<file path="config.mk">
export PLATFORM = sky130hd
export DESIGN_NAME = mdu_post
export DESIGN_NICKNAME = d
export VERILOG_FILES = /design/src/sv/assert_macros.svh /design/src/sv/mdu_pkg.sv /design/src/sv/mdu_post.sv
export SDC_FILE = /design/constraint.sdc
export NUM_CORES = 1
export LEC_CHECK = 0
export ABC_AREA = 1
export BUFFER_PORTS_ARGS = -buffer_cell sky130_fd_sc_hd__buf_2
export CORE_AREA = 2 2 102 104
export DETAILED_ROUTE_END_ITERATION = 8
export DIE_AREA = 0 0 104 106
export PLACE_DENSITY = 0.71
export SETUP_SLACK_MARGIN = 0.02
export SLEW_MARGIN = 5
export SYNTH_ARGS = -nofsm -noshare
export SYNTH_HDL_FRONTEND = slang
export SYNTH_SLANG_ARGS = --single-unit
</file>
<file path="constraint.sdc">
create_clock -name clk -period 0.8 [get_ports clk]
set_clock_uncertainty 0.05 [all_clocks]
set_input_delay 0.16 -clock clk [delete_from_list [all_inputs] [get_ports clk]]
set_output_delay 0.16 -clock clk [all_outputs]
set_load 0.05 [all_outputs]
</file>
<file path="src/sv/assert_macros.svh">
// ----------------------------------------------------------------------------
// assert_macros.svh
// assertion macros shared by the divide unit modules
// ----------------------------------------------------------------------------
`ifndef ASSERT_MACROS_SVH
`define ASSERT_MACROS_SVH

// antecedent implies consequent in the same cycle
`define MDU_ASSERT_SAME(name, clk, rst_n, ante, cons) \
    name: assert property (@(posedge clk) disable iff (!rst_n) (ante) |-> (cons)) \
        else $error("divide unit check failed");

// antecedent implies consequent in the next cycle
`define MDU_ASSERT_NEXT(name, clk, rst_n, ante, cons) \
    name: assert property (@(posedge clk) disable iff (!rst_n) (ante) |=> (cons)) \
        else $error("divide unit check failed");

`endif

</file>
<file path="src/sv/mdu_pkg.sv">
// ----------------------------------------------------------------------------
// mdu_pkg
// shared widths, latency and the stage record of the divide unit
// ----------------------------------------------------------------------------
`default_nettype none

package mdu_pkg;

    localparam int DW          = 32;
    localparam int MDU_LATENCY = DW + 2;

    localparam logic CMD_SIGNED   = 1'b0;
    localparam logic CMD_UNSIGNED = 1'b1;

    typedef struct packed {
        logic          valid;
        logic          neg_q;
        logic          neg_r;
        logic [DW-1:0] rem;
        logic [DW-1:0] num;
        logic [DW-1:0] dvs;
    } mdu_stage_t;

endpackage

`default_nettype wire

</file>
<file path="src/sv/mdu_post.sv">
// ----------------------------------------------------------------------------
// mdu_post
// output stage: applies result signs and drives the result strobe
// ----------------------------------------------------------------------------
`default_nettype none

module mdu_post (
    input  wire logic           clk,
    input  wire logic           rst_n,
    input  mdu_pkg::mdu_stage_t stage_in,
    output logic                done,
    output logic [31:0]         quotient,
    output logic [31:0]         remainder
);
    import mdu_pkg::*;

    logic          done_reg, done_next;
    logic [DW-1:0] quo_reg, quo_next;
    logic [DW-1:0] rem_reg, rem_next;

    always_comb
    begin
        done_next = stage_in.valid;
        quo_next  = stage_in.neg_q ? (~stage_in.num + DW'(1)) : stage_in.num;
        rem_next  = stage_in.neg_r ? (~stage_in.rem + DW'(1)) : stage_in.rem;
    end

    always_ff @(posedge clk or negedge rst_n)
    begin
        if (!rst_n)
        begin
            done_reg <= 1'b0;
        end
        else
        begin
            done_reg <= done_next;
        end
    end

    always_ff @(posedge clk)
    begin
        quo_reg <= quo_next;
        rem_reg <= rem_next;
    end

    assign done      = done_reg;
    assign quotient  = quo_reg;
    assign remainder = rem_reg;

endmodule

`default_nettype wire

</file>
After elaboration in Yosys (flattened, before gate mapping):

Cells that the tools add are included.

* add/subtract/negate cells: 2
* muxes and demuxes: 2
* bitwise operators: 2

Operators by type and width (count)
* adder 32 x 1 -> 32 bit (second input constant): 2
* two-way mux 32 bit: 2
* NOT 32 bit: 2

* output and inout bits: 65
* input bits: 101
* register bits: 65
* logic and storage cells: 9

Logic depth before layout (Yosys ltp):

* word-level depth: 3
* gate-level depth with buffers: 9
* gate-level depth less buffers: 9

Least setup slack after synthesis:

OpenSTA, ideal clock, no wires.

* kind: input -> register
* from: input port stage_in[64] (netlist bit)
* to: register rem_reg[18] (netlist: remainder[18])
* setup time: 112 ps
* path buffers: 0
* stages: 9
* arrival time: 955 ps
* slack: -317 ps
* required time: 638 ps
* cells stage by stage: inv_1 > ha_1 > nand2_2 > nor2_4 > nor2_4 > nor2_4 > nand2_1 > nand2_1 > nand2_1

* longest elaborated chain between the ends: 3

RTL lines
* from (decl): line mdu_post.sv:10 `input mdu_pkg::mdu_stage_t stage_in,`
* NOT 32 bit: line mdu_post.sv:25 `rem_next = stage_in.neg_r ? (~stage_in.rem + DW'(1)) : stage_in.rem;`
* adder 32 x 1 -> 32 bit: line mdu_post.sv:25
* two-way mux 32 bit: line mdu_post.sv:25
* via rem_next[18]: line mdu_post.sv:19 `logic [DW-1:0] rem_reg, rem_next;`
* to (signal assigned): line mdu_post.sv:43 `rem_reg <= rem_next;`
* to (decl): line mdu_post.sv:19

The timed path passes the listed nets, and every way through them passes these cells.

Worst setup path after layout:

* from: register done_reg (netlist: done)
* to: output port done

RTL lines
* from (decl): line mdu_post.sv:17 `logic done_reg, done_next;`
* from (signal assigned): line mdu_post.sv:36 `done_reg <= done_next;`
* to (decl): line mdu_post.sv:11 `output logic done,`

No word-level cell between the ends.

==> results.toml <==
[run_status]
status = "finished, violations left"
violations = "hold timing, setup timing"

[detailed_routing]
wl_um = 13300
post-route-drc-count = 0
dr_total_vias = 4217
ant_nets = 0
wl_per_cell_um = 14.9
first_pass_iters = 4
via_per_inst = 4.74
drtIter0Drc = 168

[place]
dp_hpwl_um = 8780
port_buffers = 133
place.gp.congestion = 0.923

[floorplan]
core-area_um2 = 10000
initial_core_util = 0.341
die_width_um = 104
die_h_um = 106
io_pins = 166
dieArea_um2 = 11000
fp-row-count = 37

[min_path]
hp-start = "stage_in[80]"
whs_endpoint = "remainder[16]"
whs_path_depth = 2
hp-class = "input port to flop"

[global_routing]
antenna_found_initial = 0
top_usage_layer = "met2"
grt-ovfl-total = 0
grt_use_met1 = 0.243
grt_pass1_wl_um = 19400
grt_max_degree = 23
grtUsageTotal = 0.220
grt_use_met2 = 0.393
grt_use_met3 = 0.0478
grt_pass1_vias = 4263

[critical_path]
slowest_delay_ps = 390
critPathCaptureType = "output pin"
crit_path_start_kind = "flop"
worstPathMaxFanout = 1
setup.worst_path.class = "flop to output pin"
crit_chain = "buf_6"
critPathArrivalTime_ps = 880
crit_slowest_cell = "dfrtp_2"
critPathRequiredTime_ps = 590
path_delay_family = "flip-flops"
critical_path_buf_inv_count = 1

[run]
max-cap-violations = 0

[timing]
hold_violations = 3
setup_ws_ps = -293
final.min_clock_period_ps = 1090
drv_slew = 0
setup_viol = 97
holdWs_ps = -16.4
rsz0062_at_grt = "true"
max_freq_mhz = 915
worst_pin_slew_ps = 298
fin_crit_sh = 1.37
max_slew_margin = 0.799

[logic_synthesis]
postSynthCellCount = 520
synth_top_area_frac = 0.376
ys_seq_area_frac = 0.383
synth_ff_type = "dfxtp_1"
ys_async_sr_fraction = 0.0154
syn_area_um2 = 3410
ys_warn_count = 0
synth_cell_types = 22
synth_edf_count = 0
synth_area_leaders = "dfxtp_1, nand2_1, nor2_1, inv_1, nand3_1"
syn_avg_cell_area_um2 = 6.56
synth_fp_nets = 623
ys_ff_latch = 65
synth_area_leader_cell = "dfxtp_1"

[clock_tree]
clk_path_buf_depth = 2
ctsHtreeMaxLevel = 3
clockRootBuffer = "clkbuf_8"
hold_buffers = 7
clock-sinks = 65
cts_tree = "built"
numCtsBuffers = 9
clk_pin_slew_ps = 70

[finish]
diodes = 0
num-fill-cells = 735
fin_nets = 853
area_growth_pct = 101
drive_gt1_frac = 0.617
utilization = 0.686

[power_and_ir_drop]
p_leak_nw = 3.17
powerDensity_nw_per_um2 = 1600
ir_drop_mv = 0.907
-- kinds of logic (layout without fill, tap and decap cells) --
group	count (synthesis)	count (layout)	share of synthesized area
AO/OA/AOI/OAI	23	23	0.0382
buffers and inverters	56	290	0.0672
XOR/XNOR	28	28	0.0719
flip-flops	65	65	0.383
AND/OR/NAND/NOR	346	346	0.432
adder cells (fa/ha/maj)	2	2	0.00734
-- placed cells by master, fill, tap and decap left out, types with 29 or more instances in the layout --
cell     count
nand2_1    137
buf_4       79
dfxtp_2     64
nor2_4      62
buf_8       55
nand2_2     44
inv_1       40
buf_2       40
buf_6       39
nor2_1      31
nand3_1     29
-- final cells by class --
type	count	area, um2	area share
Clock inverter	3	65.1	0.00949
Sequential cell	65	1390	0.202
Multi-Input combinational cell	399	2610	0.380
Clock buffer	12	145	0.0212
Tap cell	136	170	0.0248
Timing Repair Buffer	226	2250	0.328
Inverter	49	234	0.0341
-- synth_stat cells (3+ instances only) --
| master | number |
|---|---|
| nand2_1 | 187 |
| nor2_1 | 92 |
| dfxtp_1 | 64 |
| inv_1 | 47 |
| nand3_1 | 33 |
| xnor2_1 | 17 |
| o21ai_0 | 14 |
| nor2_2 | 13 |
| xor2_1 | 11 |
| nor2_4 | 9 |
| nand2_2 | 7 |
| buf_4 | 4 |
| buf_2 | 3 |
| nand3b_1 | 3 |
| o211ai_1 | 3 |
-- per-stage QoR --
step	worst slack [ps]	TNS, ps	power, mW	cells	cell area [um2]
global placement	-445	-21420	6.72	857	5210
finish	-293	-16900	11.0	890	6860
CTS	-317	-16490	10.6	883	6340
global route	-333	-20390	11.4	890	6860
floorplan	-187	-5590	5.70	520	3860
detailed placement	-474	-22620	6.77	857	5210
-- repair_timing --
action / CTS / global route
gates cloned: 0 / 0
buffers inserted: 4 / 7
pin swaps: 51 / 82
endpoints found under the setup margin: 108 / 113
hold endpoints to repair: 10 / 3
resized for setup: 247 / 142
-- how the worst max path moves through the flow --
stage / cells after the start / slack, ps / start / end
global route: 1 / -330 / done / done
CTS: 1 / -320 / done / done
global placement: 10 / -450 / stage_in[65] / remainder[18]
finish: 1 / -290 / done / done
detailed placement: 10 / -470 / stage_in[65] / remainder[18]
floorplan: 9 / -190 / stage_in[65] / remainder[18]
-- power by group --
part	internal [mW]	switching (mW)	total (mW)	leakage [nW]
clock	1.82	1.29	3.11	0.106
combinational	1.72	2.32	4.04	2.51
sequential	3.62	0.198	3.81	0.552
total	7.16	3.81	11.0	3.17
-- routing by layer --
layer  vias up  part of all wire
li1       2058                 -
met3        48             0.050
met5         -                 0
met4         0             0.048
met1      1946              0.37
met2       165              0.53
Note: power is estimated with default switching activity, not from simulation.
