===== src/sv/assert_macros.svh =====
// ----------------------------------------------------------------------------
// assert_macros.svh
// assertion macros shared by the divide unit modules
// ----------------------------------------------------------------------------
`ifndef ASSERT_MACROS_SVH
`define ASSERT_MACROS_SVH

// antecedent implies consequent in the same cycle
`define MDU_ASSERT_SAME(name, clk, rst_n, ante, cons) \
    name: assert property (@(posedge clk) disable iff (!rst_n) (ante) |-> (cons)) \
        else $error("divide unit check failed");

// antecedent implies consequent in the next cycle
`define MDU_ASSERT_NEXT(name, clk, rst_n, ante, cons) \
    name: assert property (@(posedge clk) disable iff (!rst_n) (ante) |=> (cons)) \
        else $error("divide unit check failed");

`endif


===== src/sv/mdu_pkg.sv =====
// ----------------------------------------------------------------------------
// mdu_pkg
// shared widths, latency and the stage record of the divide unit
// ----------------------------------------------------------------------------
`default_nettype none

package mdu_pkg;

    localparam int DW          = 32;
    localparam int MDU_LATENCY = DW + 2;

    localparam logic CMD_SIGNED   = 1'b0;
    localparam logic CMD_UNSIGNED = 1'b1;

    typedef struct packed {
        logic          valid;
        logic          neg_q;
        logic          neg_r;
        logic [DW-1:0] rem;
        logic [DW-1:0] num;
        logic [DW-1:0] dvs;
    } mdu_stage_t;

endpackage

`default_nettype wire


===== src/sv/mdu_cell.sv =====
// ----------------------------------------------------------------------------
// mdu_cell
// one restoring division step: produces one quotient bit per cell
// ----------------------------------------------------------------------------
`default_nettype none
`include "assert_macros.svh"

module mdu_cell (
    input  wire logic           clk,
    input  wire logic           rst_n,
    input  mdu_pkg::mdu_stage_t stage_in,
    output mdu_pkg::mdu_stage_t stage_out
);
    import mdu_pkg::*;

    logic [DW:0]   trial;
    logic [DW:0]   diff;
    logic          qbit;
    logic          valid_reg, valid_next;
    logic          neg_q_reg, neg_q_next;
    logic          neg_r_reg, neg_r_next;
    logic [DW-1:0] rem_reg, rem_next;
    logic [DW-1:0] num_reg, num_next;
    logic [DW-1:0] dvs_reg, dvs_next;

    always_comb
    begin
        trial      = {stage_in.rem, stage_in.num[DW-1]};
        diff       = trial - {1'b0, stage_in.dvs};
        qbit       = ~diff[DW];
        valid_next = stage_in.valid;
        neg_q_next = stage_in.neg_q;
        neg_r_next = stage_in.neg_r;
        rem_next   = qbit ? diff[DW-1:0] : trial[DW-1:0];
        num_next   = {stage_in.num[DW-2:0], qbit};
        dvs_next   = stage_in.dvs;
    end

    always_ff @(posedge clk or negedge rst_n)
    begin
        if (!rst_n)
        begin
            valid_reg <= 1'b0;
        end
        else
        begin
            valid_reg <= valid_next;
        end
    end

    always_ff @(posedge clk)
    begin
        neg_q_reg <= neg_q_next;
        neg_r_reg <= neg_r_next;
        rem_reg   <= rem_next;
        num_reg   <= num_next;
        dvs_reg   <= dvs_next;
    end

    always_comb
    begin
        stage_out.valid = valid_reg;
        stage_out.neg_q = neg_q_reg;
        stage_out.neg_r = neg_r_reg;
        stage_out.rem   = rem_reg;
        stage_out.num   = num_reg;
        stage_out.dvs   = dvs_reg;
    end

    // partial remainder stays below a nonzero divisor
    `MDU_ASSERT_SAME(a_rem_below_dvs, clk, rst_n, valid_reg && (dvs_reg != '0), rem_reg < dvs_reg)
    // divisor travels unchanged along the chain
    `MDU_ASSERT_NEXT(a_dvs_carried, clk, rst_n, stage_in.valid, valid_reg && (dvs_reg == $past(stage_in.dvs)))

endmodule

`default_nettype wire


===== config.mk =====
export PLATFORM = sky130hd
export DESIGN_NAME = mdu_cell
export DESIGN_NICKNAME = d
export VERILOG_FILES = /design/src/sv/mdu_pkg.sv /design/src/sv/mdu_cell.sv
export VERILOG_INCLUDE_DIRS = /design/src /design/src/sv
export SDC_FILE = /design/constraint.sdc
export NUM_CORES = 1
export LEC_CHECK = 0
export BUFFER_PORTS_ARGS = -buffer_cell sky130_fd_sc_hd__buf_2
export CORE_UTILIZATION = 25
export DETAILED_ROUTE_END_ITERATION = 10
export PLACE_DENSITY = 0.59
export SLEW_MARGIN = 5
export SYNTH_ARGS = -nofsm -noshare
export SYNTH_HDL_FRONTEND = slang
export SYNTH_SLANG_ARGS = --single-unit

===== constraint.sdc =====
create_clock -name clk -period 1.7 [get_ports clk]
set_clock_uncertainty 0.05 [all_clocks]
set_input_delay 0.17 -clock clk [delete_from_list [all_inputs] [get_ports clk]]
set_output_delay 0.17 -clock clk [all_outputs]
set_load 0.03 [all_outputs]

# Word level (Yosys, flattened, before mapping)
# Cells that the tools add are included.
# W data, S select, Z words.
[op_classes] muxes=1 n_bitwise=1 n_addsub=1
[ops] op="$sub A33 B32 Y33" n=1
[ops] op="$mux W32" n=1
[ops] op="$not A1 Y1" n=1
[word_totals] input_bits=101 regBits=99 wordCells=9

# Longest topological paths before layout
[depth] word_depth=2 mapped_depth=13 mapped_depth_nobuf=12

# Worst setup path before layout
# OpenSTA, ideal clock, no wires.
[synth_path] kind="input-to-reg" startpoint="input stage_in[16] (netlist bit)" endpoint="register rem_reg[10]" slack_ps=-912 t_arrival_ps=2441 required_ps=1529 stages=12 cell_sequence="inv_1 > ha_1 > buf_6 > a21oi_4 > o211ai_1 > a221o_1 > a211o_1 > o21a_1 > o211ai_4 > inv_2 > buf_6 > mux2_4"
[synth_between] elab_chain_cells=2
[synth_lines] element="start, declared" line="mdu_cell.sv:11" text="input mdu_pkg::mdu_stage_t stage_in,"
[synth_lines] element="$sub A33 B32 Y33" line="mdu_cell.sv:29" text="diff = trial - {1'b0, stage_in.dvs};"
[synth_lines] element="$mux W32" line="mdu_cell.sv:34" text="rem_next = qbit ? diff[DW-1:0] : trial[DW-1:0];"
[synth_lines] element="net rem_next[10]" line="mdu_cell.sv:22" text="logic [DW-1:0] rem_reg, rem_next;"
[synth_lines] element="end signal, assigned" line="mdu_cell.sv:55" text="rem_reg <= rem_next;"
[synth_lines] element="end, declared" line="mdu_cell.sv:22"
# The timed path passes the listed nets, and every way through them passes these cells.

# Final worst setup path
[layout_path] startpoint="input stage_in[79] (netlist bit)" endpoint="register rem_reg[14]"
# Same word-level chain as after synthesis.

==> run summary <==
CTS built an H-tree with a depth of 3. The critical path goes through buf_8 > ha_4 > a21oi_4 > o211ai_1 > a221o_1 > a211o_1 > o211ai_1 > o211ai_4 > inv_4 > buf_12 > mux2_4. The checks that failed: negative setup slack.

The share of synthesized area occupied by flip-flops and latches is 0.445, and the final critical-path share of the clock period is 1.27. In this run the static leakage power is 4.04 nW. The cell area power density came out at 931 nW/µm².

Counting the buffers created by CTS gives 9. The number of global-route vias before repair was 4674; the horizontal die dimension was 136 µm. Detailed placement finished with a half-perimeter wire length of 11100 µm.

The initial antenna violation count is 4, and the count of different cell masters after synthesis is 51. The run gives 596 as the net count after synthesis. The flow ran to the end, but the final reports show violations.

In this run the worst path has a maximum fanout of 6. The worst setup path is captured at a flop. STA puts the critical path data arrival time at 2360 ps. The largest total area in the synthesized netlist belongs to sky130_fd_sc_hd__dfxtp_1. The logs give 0 for the number of warnings reported in the yosys synthesis log and 0 for the number of hold violations in the final report. The floorplan has 48 rows. At the end of routability-driven placement, the weighted congestion stood at 0.840. The tools report the maximum number of pins on one net before global-route repair as 20. Count of final max-slew check failures: 0. The fraction of synthesis flops using an asynchronous set or reset pin is 0.0101, and the net count reported at finish is 999. The area share of the leading cell type in the synthesized netlist was 0.440. The path category of the worst min-delay check is in2reg. The via density per instance is 4.30.

Cell seen most often among critical-path stages: sky130_fd_sc_hd__o211ai_1. Setup violations remaining at the end of the flow were counted as 33. The worst-case setup slack after placement is -1060 ps. Counting instances, the worst hold path has a depth of 2.

For this design, the sink count on the clock tree is 99. For the effective utilization at floorplan, the log shows 0.257. The worst setup path is launched from an input pin. 200 I/O pins were placed.

On the worst path, the slowest cell contributes a delay of 360 ps. Overall die area: 18400 µm². The first global-routing pass estimated 22800 µm of wire. TritonCTS built the clock tree. The time the final worst path needs with I/O delays and setup is 2160 ps, and the remaining global-route overflow is 0. Across the VDD grid, the largest voltage drop is 0.000495 V. Data on the critical path is required at its endpoint by 1900 ps.

In the final layout, the multi-input gates occupy 2420 µm². By area the synthesized netlist is led by sky130_fd_sc_hd__dfxtp_1 44%, sky130_fd_sc_hd__ha_1 9.0%, sky130_fd_sc_hd__mux2_4 6.1%. The final routed wire length divided by cell count is 13.4 µm, and the maximum clock path buffer count is 2. The sequential cells in the finished layout cover a total of 1990 µm².

Worst path setup slack after routing: -463 ps. The tools report the combined global-route utilization of all metal layers as 0.162. The commonest cells after synthesis are 98 x sky130_fd_sc_hd__dfxtp_1, 44 x sky130_fd_sc_hd__nand2_1, 41 x sky130_fd_sc_hd__inv_1, 34 x sky130_fd_sc_hd__a21oi_1, 32 x sky130_fd_sc_hd__ha_1.

Post-synthesis to final-layout area growth: 80.7%. The slowest cell on the critical path is sky130_fd_sc_hd__a221o_1. The die is 136 µm tall. Once detail routing completed, the nets flagged for antenna violations numbered 0. Total wirelength of the detailed-routed design: 14700 µm. The most common cell in the synthesized netlist is sky130_fd_sc_hd__dfxtp_1. The first routing iteration left 148 violations.

The tool flagged a number of max-cap violations equal to 0. The worst setup path is of the in2reg kind. The filler cells instantiated in the layout total 1643. The netlist area before placement was 4460 µm²; the slew at the pin closest to its max-slew limit was 389 ps. In this run the tool buffered the top-level ports with 199 buffer cells. Post-synthesis average cell area: 9.66 µm². The flip-flop cell with the highest count after synthesis was sky130_fd_sc_hd__dfxtp_1.

Hold is met by 16.9 ps. The first detailed-routing pass took 4 iterations. Setup repair after global routing could not meet its margin everywhere. The via total after detailed routing was 4718; the worst max-slew margin expressed relative to the limit was 0.738. The tree is rooted in a sky130_fd_sc_hd__clkbuf_16.

For this run, design rule violations remaining after detail routing come to 0. The tools report the highest achievable clock rate as 0.462 GHz. Yosys mapped a number of flops with a built-in enable equal to 0.

The core region is 17400 µm². The post-CTS clock slew at the launch and capture registers of the worst setup and hold paths works out to 70 ps. The synthesized design contains 99 register bits. The synthesized netlist cell count was 462.

The share of final-layout standard cells stronger than drive strength 1 is 0.460.
[through the flow]
stage                     power (W)  cell area, µm²   util  cells  TNS, ps
after global placement      0.00510            6650  0.383    985   -31090
after detailed placement    0.00511            6650  0.383    985   -33310
after global routing        0.00792            8070  0.465   1096   -16650
after CTS                   0.00756            7970  0.459   1092   -13750
final                       0.00751            8070  0.465   1096   -13560
after floorplan             0.00415            4580      -    462   -22640
[critical path, delay by kind of cell]
| family | cells | cell delay [ps] |
|---|---|---|
| compound gates | 6 | 1280 |
| fa+ha+maj | 1 | 260 |
| buf+inv | 3 | 340 |
| mux | 1 | 300 |
[cells in the final DEF (no fill, tap or decap), types with 5 or more instances in the layout]
cell type,count
sky130_fd_sc_hd__nand4_1,7
sky130_fd_sc_hd__dfxtp_1,98
sky130_fd_sc_hd__a21oi_2,5
sky130_fd_sc_hd__o21ai_1,5
sky130_fd_sc_hd__buf_4,125
sky130_fd_sc_hd__xor2_1,10
sky130_fd_sc_hd__o21ai_0,18
sky130_fd_sc_hd__and3_1,6
sky130_fd_sc_hd__o21bai_1,5
sky130_fd_sc_hd__nand2_1,44
sky130_fd_sc_hd__nor2_1,15
sky130_fd_sc_hd__dlygate4sd3_1,81
sky130_fd_sc_hd__xnor2_1,14
sky130_fd_sc_hd__buf_2,193
sky130_fd_sc_hd__clkbuf_16,9
sky130_fd_sc_hd__o211ai_1,8
sky130_fd_sc_hd__o21a_1,6
sky130_fd_sc_hd__mux2_4,18
sky130_fd_sc_hd__ha_4,9
sky130_fd_sc_hd__inv_1,36
sky130_fd_sc_hd__a21o_1,15
sky130_fd_sc_hd__a21oi_1,28
sky130_fd_sc_hd__ha_1,23
sky130_fd_sc_hd__nand3_1,9
[report_power, final]
group	internal, W	switching [W]
combinational	0.00126	0.00142
clock	0.00118	0.00101
sequential	0.00257	0.0000684
[routing by layer]
layer / global-route usage / wire, µm / vias to the layer above
li1: - / - / 2418
met5: 0 / 35 / -
met2: 0.282 / 7080 / 142
met1: 0.189 / 6420 / 2129
met4: 0.0637 / 286 / 6
met3: 0.0408 / 911 / 23
[final timing paths]
path,start,endpoint,slack [ps]
worst max-delay path,stage_in[79],rem_reg[14],-460
max in group asynchronous,rst_n,valid_reg,1460
min in group asynchronous,rst_n,valid_reg,60
worst min-delay path,stage_in[83],rem_reg[20],20
[timing repair]
item                                   in CTS  in global routing
hold buffers                               80                  1
setup buffers                              11                  2
setup endpoints to repair                  33                 33
cloned                                      0                  0
endpoints found under the hold margin      81                  1
gates resized for setup                    28                 17
pin swaps                                  22                 16
[cells by family after synthesis]
logic type | synth area share
flip-flops | 0.445
AND/OR/NAND/NOR | 0.116
AO/OA/AOI/OAI | 0.179
XOR/XNOR | 0.0471
adder cells (fa/ha/maj) | 0.0942
multiplexers | 0.0606
buffers and inverters | 0.0583
[layout make-up]
type,count,share of cell area
timing repair buffer,410,0.358
multi-input combinational,303,0.300
sequential,99,0.246
tap,225,0.0349
clock buffer,9,0.0279
inverter,42,0.0208
clock inverter,7,0.0116
antenna,1,0.000310
Power figures use the tool's default switching activity.
