`src/sv/assert_macros.svh`:
```
// ----------------------------------------------------------------------------
// assert_macros.svh
// assertion macros shared by the divide unit modules
// ----------------------------------------------------------------------------
`ifndef ASSERT_MACROS_SVH
`define ASSERT_MACROS_SVH

// antecedent implies consequent in the same cycle
`define MDU_ASSERT_SAME(name, clk, rst_n, ante, cons) \
    name: assert property (@(posedge clk) disable iff (!rst_n) (ante) |-> (cons)) \
        else $error("divide unit check failed");

// antecedent implies consequent in the next cycle
`define MDU_ASSERT_NEXT(name, clk, rst_n, ante, cons) \
    name: assert property (@(posedge clk) disable iff (!rst_n) (ante) |=> (cons)) \
        else $error("divide unit check failed");

`endif

```
`src/sv/mdu_pkg.sv`:
```
// ----------------------------------------------------------------------------
// mdu_pkg
// shared widths, latency and the stage record of the divide unit
// ----------------------------------------------------------------------------
`default_nettype none

package mdu_pkg;

    localparam int DW          = 32;
    localparam int MDU_LATENCY = DW + 2;

    localparam logic CMD_SIGNED   = 1'b0;
    localparam logic CMD_UNSIGNED = 1'b1;

    typedef struct packed {
        logic          valid;
        logic          neg_q;
        logic          neg_r;
        logic [DW-1:0] rem;
        logic [DW-1:0] num;
        logic [DW-1:0] dvs;
    } mdu_stage_t;

endpackage

`default_nettype wire

```
`src/sv/mdu_prep.sv`:
```
// ----------------------------------------------------------------------------
// mdu_prep
// input stage: takes magnitudes and records the result signs
// ----------------------------------------------------------------------------
`default_nettype none

module mdu_prep (
    input  wire logic                  clk,
    input  wire logic                  rst_n,
    input  wire logic                  take,
    input  wire logic                  command,
    input  wire logic [31:0]           dividend,
    input  wire logic [31:0]           divisor,
    output mdu_pkg::mdu_stage_t        stage_out
);
    import mdu_pkg::*;

    logic          n_neg;
    logic          d_neg;
    logic          valid_reg, valid_next;
    logic          neg_q_reg, neg_q_next;
    logic          neg_r_reg, neg_r_next;
    logic [DW-1:0] num_reg, num_next;
    logic [DW-1:0] dvs_reg, dvs_next;

    always_comb
    begin
        n_neg      = (command == CMD_SIGNED) && dividend[DW-1];
        d_neg      = (command == CMD_SIGNED) && divisor[DW-1];
        valid_next = take;
        neg_q_next = n_neg ^ d_neg;
        neg_r_next = n_neg;
        num_next   = n_neg ? (~dividend + DW'(1)) : dividend;
        dvs_next   = d_neg ? (~divisor + DW'(1)) : divisor;
    end

    always_ff @(posedge clk or negedge rst_n)
    begin
        if (!rst_n)
        begin
            valid_reg <= 1'b0;
        end
        else
        begin
            valid_reg <= valid_next;
        end
    end

    always_ff @(posedge clk)
    begin
        neg_q_reg <= neg_q_next;
        neg_r_reg <= neg_r_next;
        num_reg   <= num_next;
        dvs_reg   <= dvs_next;
    end

    always_comb
    begin
        stage_out.valid = valid_reg;
        stage_out.neg_q = neg_q_reg;
        stage_out.neg_r = neg_r_reg;
        stage_out.rem   = '0;
        stage_out.num   = num_reg;
        stage_out.dvs   = dvs_reg;
    end

endmodule

`default_nettype wire

```
`config.mk`:
```
export PLATFORM = sky130hd
export DESIGN_NAME = mdu_prep
export DESIGN_NICKNAME = d
export VERILOG_FILES = /design/src/sv/assert_macros.svh /design/src/sv/mdu_pkg.sv /design/src/sv/mdu_prep.sv
export SDC_FILE = /design/constraint.sdc
export NUM_CORES = 1
export LEC_CHECK = 0
export ABC_AREA = 1
export BUFFER_PORTS_ARGS = -buffer_cell sky130_fd_sc_hd__buf_2
export CELL_PAD_IN_SITES_DETAIL_PLACEMENT = 1
export CELL_PAD_IN_SITES_GLOBAL_PLACEMENT = 1
export CORE_ASPECT_RATIO = 0.5
export CORE_MARGIN = 1
export CORE_UTILIZATION = 30
export DETAILED_ROUTE_END_ITERATION = 12
export PLACE_DENSITY_LB_ADDON = 0.1
export SYNTH_ARGS = -nofsm -noshare
export SYNTH_HDL_FRONTEND = slang
export SYNTH_SLANG_ARGS = --single-unit
```
`constraint.sdc`:
```
create_clock -name clk -period 1.2 [get_ports clk]
set_clock_uncertainty 0.15 [all_clocks]
set_input_delay 0.18 -clock clk [delete_from_list [all_inputs] [get_ports clk]]
set_output_delay 0.18 -clock clk [all_outputs]
set_load 0.005 [all_outputs]
```
### After elaboration in Yosys (flattened, before gate mapping)

Index checks and enable logic that the tools add are counted.

| word-level totals | value |
|---|---|
| register bits after elaboration | 67 |
| latch bits | 0 |
| RAM bits | 0 |
| bits in read-only memories | 0 |
| input bits | 68 |
| output and inout bits | 99 |
| word-level logic and storage cells | 15 |
| memories kept | 0 |

| operators by class | value |
|---|---|
| add/sub/neg operators | 2 |
| $mul | 0 |
| div/mod/pow operators | 0 |
| $lt $le $gt $ge | 0 |
| equal/unequal tests | 0 |
| shift-type cells | 0 |
| multiplexer cells | 2 |
| bitwise logic cells | 4 |
| reductions and logical operators | 2 |

Operator list:

| cell | number |
|---|---|
| adder 32 x 1 -> 32 bit, second input constant | 2 |
| two-way mux 32 bit | 2 |
| inverter 32 bit | 2 |
| logical AND 1 bit | 2 |
| inverter 1 bit | 1 |
| bitwise XOR 1 bit | 1 |

### Depth between registers and ports, before layout

Gate-level depths: netlist of run 1.

| logic depth | value |
|---|---|
| depth after elaboration | 3 |
| mapped depth | 9 |

### Least setup slack after synthesis of run 1

OpenSTA, ideal clock, no wires.

| path | value |
|---|---|
| kind | in2reg |
| start point | input dividend[0] |
| end point | register num_reg[26] |
| data arrival time | 999 ps |
| data required time | 938 ps |
| slack | -61 ps |
| cell stages on the path | 9 |
| cell sequence | inv_1 > ha_1 > nand2_1 > nor2_1 > nand2_1 > nand2_1 > nand2_1 > nand2_1 > nand2_1 |

| between the ends | value |
|---|---|
| longest elaborated chain between the ends | 3 |

Ends and longest elaborated chain:

| what | line | source |
|---|---|---|
| from (decl) | mdu_prep.sv:12 | `input wire logic [31:0] dividend,` |
| inverter 32 bit | mdu_prep.sv:33 | `num_next = n_neg ? (~dividend + DW'(1)) : dividend;` |
| adder 32 x 1 -> 32 bit | mdu_prep.sv:33 |  |
| two-way mux 32 bit | mdu_prep.sv:33 |  |
| via num_next[26] | mdu_prep.sv:23 | `logic [DW-1:0] num_reg, num_next;` |
| to (signal assigned) | mdu_prep.sv:53 | `num_reg <= num_next;` |
| to (decl) | mdu_prep.sv:23 |  |

The timed path passes the listed nets, and every way through them passes these cells.

### Worst setup path after layout of run 1

| path | value |
|---|---|
| start point | input command |
| end point | register dvs_reg[9] |

| between the ends | value |
|---|---|
| longest elaborated chain between the ends | 3 |

Ends and longest elaborated chain:

| what | line | source |
|---|---|---|
| from (decl) | mdu_prep.sv:11 | `input wire logic command,` |
| inverter 1 bit | mdu_prep.sv:29 | `d_neg = (command == CMD_SIGNED) && divisor[DW-1];` |
| logical AND 1 bit | mdu_prep.sv:29 |  |
| two-way mux 32 bit | mdu_prep.sv:34 | `dvs_next = d_neg ? (~divisor + DW'(1)) : divisor;` |
| via dvs_next[9] | mdu_prep.sv:24 | `logic [DW-1:0] dvs_reg, dvs_next;` |
| to (signal assigned) | mdu_prep.sv:54 | `dvs_reg <= dvs_next;` |
| to (decl) | mdu_prep.sv:24 |  |

The timed path passes the listed nets, and every way through them passes these cells.

==> results.md, run 1 <==
- Status: complete, but fails checks
- Failing checks: negative hold slack
- Area Overhead vs Synth: 54.5%
- Post-synthesis sequential area ratio: 0.368
- Htree depth: 3
- Most used cell, CP: nor2_4
- Wirelength, routed: 11800 um
- Max-Cap Viols: 0
- CP delay by family, top: simple AND/OR/NAND/NOR gates
- Critical path capture point type: flip-flop
- Largest fanout on the critical path: 10
- Global route overflow: 0
- Buf+Inv Stages, Crit Path: 3
- Yosys warns: 0
- CP arrival: 1.23 ns
- Startpoint types: primary input
- CP Class: primary input to flip-flop
- CTS tree: done
- Iter 0 DRT Violations: 132
- Vias: 4079
- Unrepaired setup endpoints after global routing: true
- Hold Path Sink: num_reg[30]$_DFF_P_
- Area after DPL: 0.00495 mm^2
- Clock-pin slew on the worst setup and hold paths: 0.06 ns
- Overall global routing resource usage: 0.190
- Design area: 0.00564 mm^2
- HPWL after DPL: 9470 um
- Finished Layout Cells: 968
- Critical path's slowest cell: nor2_4
- Final critical-path share of the clock period: 0.972
- Hold path start: dividend[30]
- PD cells: 1140 mW/mm^2
- Post-Syn Area: 0.00365 mm^2
- Die Span X: 158 um
- Pre-CTS WS: -0.332 ns
- Ports: 167
- Pre-Repair DR Iteration Count: 8
- Syn avg cell area: 6.58 um^2
- Vias in the first global route: 4010
- Synth cell types: 22
- Clock buffer count from CTS: 9
- Routed len/inst: 12.2 um
- Share of cells above drive strength 1: 0.339
- Die height: 80.0 um
- Synth Register Bits: 67
- Post-Place Cells: 920
- Clock tree sinks: 67
- Lkg Pwr: 2.92 nW
- Core area: 0.0118 mm^2
- Final setup viols: 0
- Row cnt: 28
- Pin count of the biggest net entering global routing: 16
- Final min period: 1.17 ns
- Gpl congestion: 0.839
- Worst setup margin: 0.0341 ns
- CTS root buffer: clkbuf_16
- Final Core Density: 0.477
- Max IR drop VDD: 0.000556 V
- Global-route wire length before repair: 18600 um
- Nets: 869
- Vias per inst: 4.21
- IO buf count: 134
- Initial antenna violation count: 0
- CP required: 1.27 ns
- Initial Utilization: 0.309
- Hold Path Depth: 4
- Slew Limit Fails: 0
- Slowest stage delay, CP: 0.24 ns
- Final Hold Viols: 2
- Post-Syn Instances: 555
- DRC: 0
- Post-route ant nets: 0
- Die Footprint: 0.0127 mm^2
- Clock Tree Buf Depth: 2
- Setup_tns: 0 ns
- Number of inserted diodes: 0
- FMAX: 858 MHz
- Hold Worst Slack: -0.0207 ns
- Worst hold path class: primary input to flip-flop
- CP Cell Sequence: buf_2 > nor2_4 > inv_2 > nor2_4 > nor2_4 > buf_4 > xnor2_1
-- metrics by stage --
step                total power, mW  hold WS (ns)
global route                   6.82      0.000707
floorplan                      3.22        -0.266
global placement               3.83        -0.196
finish                         6.45       -0.0207
CTS                            6.49       -0.0527
detailed placement             3.86        -0.192
-- synth_stat cells --
cell type,number,share of area
xnor2_1,13,0.031
nor2_4,8,0.025
o21ai_1,5,0.0068
o21ai_0,18,0.025
buf_6,1,0.0031
conb_1,1,0.0010
inv_1,44,0.045
nor2_1,100,0.10
nand3b_1,1,0.0021
nor2_2,7,0.012
buf_2,4,0.0055
a21oi_1,3,0.0041
buf_4,35,0.072
inv_2,2,0.0021
dfrtp_1,1,0.0068
xor2_1,16,0.038
nand3_1,32,0.044
nand4_1,4,0.0068
dfxtp_1,66,0.36
nand2_1,191,0.20
ha_1,2,0.0068
a21oi_2,1,0.0024
-- routing by layer --
layer / global-route usage / share of wire / up-vias / routed length (um)
li1: - / - / 2122 / -
met1: 0.231 / 0.46 / 1859 / 5480
met2: 0.344 / 0.49 / 90 / 5790
met3: 0.0434 / 0.041 / 8 / 488
met4: 0.0356 / 0.0036 / 0 / 42
met5: 0 / 0 / - / 0
-- area by class of cell --
| class | instances | area, um^2 |
|---|---|---|
| Sequential cell | 67 | 1350 |
| Fill cell | 1597 | 6200 |
| Inverter | 46 | 173 |
| Tap cell | 165 | 206 |
| Clock buffer | 12 | 236 |
| Clock inverter | 3 | 40.0 |
| Multi-Input combinational cell | 433 | 2080 |
| Timing Repair Buffer | 242 | 1560 |
-- how the worst max path moves through the flow --
| stage | endpoint | start | cells past startpoint |
|---|---|---|---|
| 5_1_grt | dvs_reg[9]$_DFF_P_ | command | 7 |
| 4_1_cts | num_reg[22]$_DFF_P_ | dividend[1] | 10 |
| 2_1_floorplan | dvs_reg[16]$_DFF_P_ | divisor[1] | 6 |
| 3_3_place_gp | dvs_reg[22]$_DFF_P_ | divisor[10] | 9 |
| 3_5_place_dp | dvs_reg[30]$_DFF_P_ | divisor[10] | 9 |
| 6_report | dvs_reg[9]$_DFF_P_ | command | 7 |
-- worst min-delay path, delay by kind of cell --
family                 cells  cell delay (ns)
buffers and inverters      2             0.14
AND/OR/NAND/NOR            2             0.10
-- cells by family (layout without fill, tap and decap cells) --
| kind of cell | Yosys count | after routing | synth area share |
|---|---|---|---|
| simple gates | 343 | 343 | 0.388 |
| buf+inv | 86 | 303 | 0.128 |
| flops | 67 | 67 | 0.368 |
| xor+xnor | 29 | 29 | 0.0695 |
| compound gates | 27 | 27 | 0.0380 |
| fa+ha+maj | 2 | 2 | 0.00685 |
| other cells | 1 | 32 | 0.00103 |
-- cells in the final DEF (no fill, tap or decap), types with 9 or more instances in the layout --
cell type,netlist,routed
nor2_2,7,18
xnor2_1,13,13
o21ai_0,18,17
dlygate4sd3_1,0,31
inv_1,44,42
nor2_4,8,14
xor2_1,16,16
dfxtp_1,66,66
conb_1,1,32
nand2_1,191,182
buf_4,35,77
buf_2,4,134
nand3_1,32,32
clkbuf_16,0,9
nor2_1,100,83
-- where the power goes --
| part | leakage, nW | switching, mW | internal [mW] | total (mW) |
|---|---|---|---|---|
| sequential | 0.568 | 0.0529 | 2.47 | 2.52 |
| clock | 0.136 | 0.937 | 1.59 | 2.53 |
| combinational | 2.22 | 0.727 | 0.674 | 1.40 |
| total | 2.92 | 1.72 | 4.73 | 6.45 |
-- what timing repair did --
| item | 4_1_cts | 5_1_grt |
|---|---|---|
| gates resized for setup | 0 | 30 |
| hold buffers | 29 | 2 |
| hold endpoints to repair | 26 | 2 |
| setup buffers | 0 | 2 |
| setup endpoints to repair | 0 | 27 |
No activity file was read; power rests on OpenSTA's default activity.
==> inputs of run 2 (changes only) <==
==> constraint.sdc (replaced) <==
create_clock -name clk -period 1.2 [get_ports clk]
set_clock_uncertainty 0.15 [all_clocks]
set_input_delay 0.3 -clock clk [delete_from_list [all_inputs] [get_ports clk]]
set_output_delay 0.3 -clock clk [all_outputs]
set_load 0.005 [all_outputs]
==> results.md, run 2 (synthesis gave the netlist of run 1 again) <==
- Share of cells above drive strength 1: 0.473 (+0.134)
- Lkg Pwr: 3.03 nW (+3.5%)
- Vias: 4174 (+2.3%)
- Clock buffer count from CTS: 9 (unchanged)
- Final Hold Viols: 0 (-2)
- Gpl congestion: 0.815 (-2.9%)
- PD cells: 1090 mW/mm^2 (-4.7%)
- Final min period: 1.26 ns (+0.0926 ns)
- Buf+Inv Stages, Crit Path: 1 (-2)
- Most frequent cells in the layout: nand2_1, buf_2, buf_4, nor2_4, nor2_1
- Nets: 858 (-1.3%)
- Clock tree sinks: 67 (unchanged)
- Core area: 0.0118 mm^2 (unchanged)
- Met1 Track Usage GR: 0.242 (+0.0109)
- Wirelength, routed: 13000 um (+11%)
- Global route overflow: 0 (unchanged)
- Die Span X: 158 um (unchanged)
- Initial Utilization: 0.309 (unchanged)
- Pin count of the biggest net entering global routing: 19 (+3)
- CTS root buffer: clkbuf_16
- Slowest stage delay, CP: 0.36 ns (+0.12 ns)
- Pre-Repair DR Iteration Count: 8 (unchanged)
- Post-route ant nets: 0 (unchanged)
- Final setup viols: 18 (+18)
- Pre-CTS WS: -0.389 ns (-0.0574 ns)
- Global-route wire length before repair: 19400 um (+4.0%)
- Htree depth: 3 (unchanged)
- Hold Path Depth: 2 (-2)
- Worst setup margin: -0.0585 ns (-0.0926 ns)
- Initial antenna violation count: 0 (unchanged)
- CP Cell Sequence: buf_2
- Ports: 167 (unchanged)
- Met3 GRT Util: 0.0472 (+0.00380)
- Max IR drop VDD: 0.000487 V (-12%)
- CP delay by family, top: flip-flops
- Max-Cap Viols: 0 (unchanged)
- Startpoint types: flip-flop
- Number of inserted diodes: 0 (unchanged)
- Largest fanout on the critical path: 1 (-9)
- Worst hold path class: primary input to flip-flop
- Overall global routing resource usage: 0.200 (+0.00987)
- Row cnt: 28 (unchanged)
- HPWL after DPL: 10000 um (+6.0%)
- Global route hottest layer: met2
- Commonest non-fill, non-tap cell in the layout: nand2_1
- DRC: 0 (unchanged)
- Unrepaired setup endpoints after global routing: true
- CP Class: flip-flop to output port
- Status: complete, but fails checks
- Die height: 80.0 um (unchanged)
- PnR Total Power: 6.71 mW (+4.1%)
- FMAX: 795 MHz (-7.4%)
- Iter 0 DRT Violations: 75 (-43%)
- Routed len/inst: 13.6 um (+12%)
- Area Overhead vs Synth: 68.8%
- Clock Tree Buf Depth: 2 (unchanged)
- CP arrival: 0.81 ns (-0.42 ns)
- Clock-pin slew on the worst setup and hold paths: 0.06 ns (about the same)
- Slew Limit Fails: 0 (unchanged)
- CP required: 0.75 ns (-0.52 ns)
- Cell count along the critical path: 1 (-6)
- Failing checks: negative setup slack
- Critical path capture point type: output port
- Die Footprint: 0.0127 mm^2 (unchanged)
- Critical path's slowest cell: dfrtp_1
- Vias per inst: 4.36 (+3.4%)
- Final critical-path share of the clock period: 1.05 (+0.0771)
- Met2 Use GR: 0.363 (+0.0185)
- IO buf count: 134 (unchanged)
- CTS tree: done
- Vias in the first global route: 4061 (+1.3%)
==> run 2: cell types whose count changed in the layout (fill, tap and decap cells not counted), moves of 14 or more <==
| cell | before | now |
|---|---|---|
| nor2_4 | 14 | 49 |
| buf_6 | 0 | 25 |
| dfxtp_2 | 0 | 20 |
| buf_4 | 77 | 91 |
| dfxtp_1 | 66 | 46 |
| nand2_2 | 8 | 24 |
| nand2_1 | 182 | 162 |
| dlygate4sd3_1 | 31 | 4 |
| buf_2 | 134 | 106 |
| nor2_1 | 83 | 49 |
==> run 2: worst paths after layout <==
check / endpoint / slack [ns] / startpoint
setup / recovery: stage_out[98] / -0.06 / valid_reg$_DFF_PN0_
max in group asynchronous: valid_reg$_DFF_PN0_ / 0.67 / rst_n
min in group asynchronous: valid_reg$_DFF_PN0_ / 0.14 / rst_n
hold / removal: num_reg[6]$_DFF_P_ / 0.02 / dividend[6]
==> run 2: final cells by class <==
cell class / instances / area [um^2]
repair buffers: 231 / 1620
well taps: 165 / 206
flip-flops and latches: 67 / 1370
multi-input cells: 433 / 2460
fillers: 1530 / 5670
clock buffers: 12 / 256
inverters: 46 / 225
clock inverters: 4 / 25.0
==> run 2: layer usage <==
layer / up-vias / share of wire / wire length (um)
li1: 2107 / - / -
met1: 1958 / 0.44 / 5790
met2: 99 / 0.51 / 6700
met3: 10 / 0.038 / 498
met4: 0 / 0.0044 / 58
met5: - / 0 / 0
==> run 2: what timing repair did <==
action | 4_1_cts | 5_1_grt
hold buffers | 4 | 0
buffers inserted | 1 | 12
hold endpoints to repair | 4 | 0
pin swaps | 7 | 43
resized for setup | 22 | 133
setup endpoints to repair | 44 | 107
cloned | 0 | 1
==> run 2: report_power, final <==
part           internal (mW)  total, mW  switching (mW)
clock network           1.51       2.53            1.02
registers               2.48       2.55          0.0703
logic                  0.792       1.63           0.842
==> run 2: metrics by stage <==
stage          utilization  cells  cell area (um^2)  TNS (ns)  hold WS, ns
2_1_floorplan            -    586              4060     -1.08       -0.146
3_3_place_gp         0.442    924              5230    -16.27      -0.0760
3_5_place_dp         0.442    924              5230    -17.32      -0.0678
4_1_cts              0.475    945              5620    -0.477       0.0284
5_1_grt              0.521    958              6170     -2.02       0.0262
6_report             0.521    958              6170    -0.190       0.0225
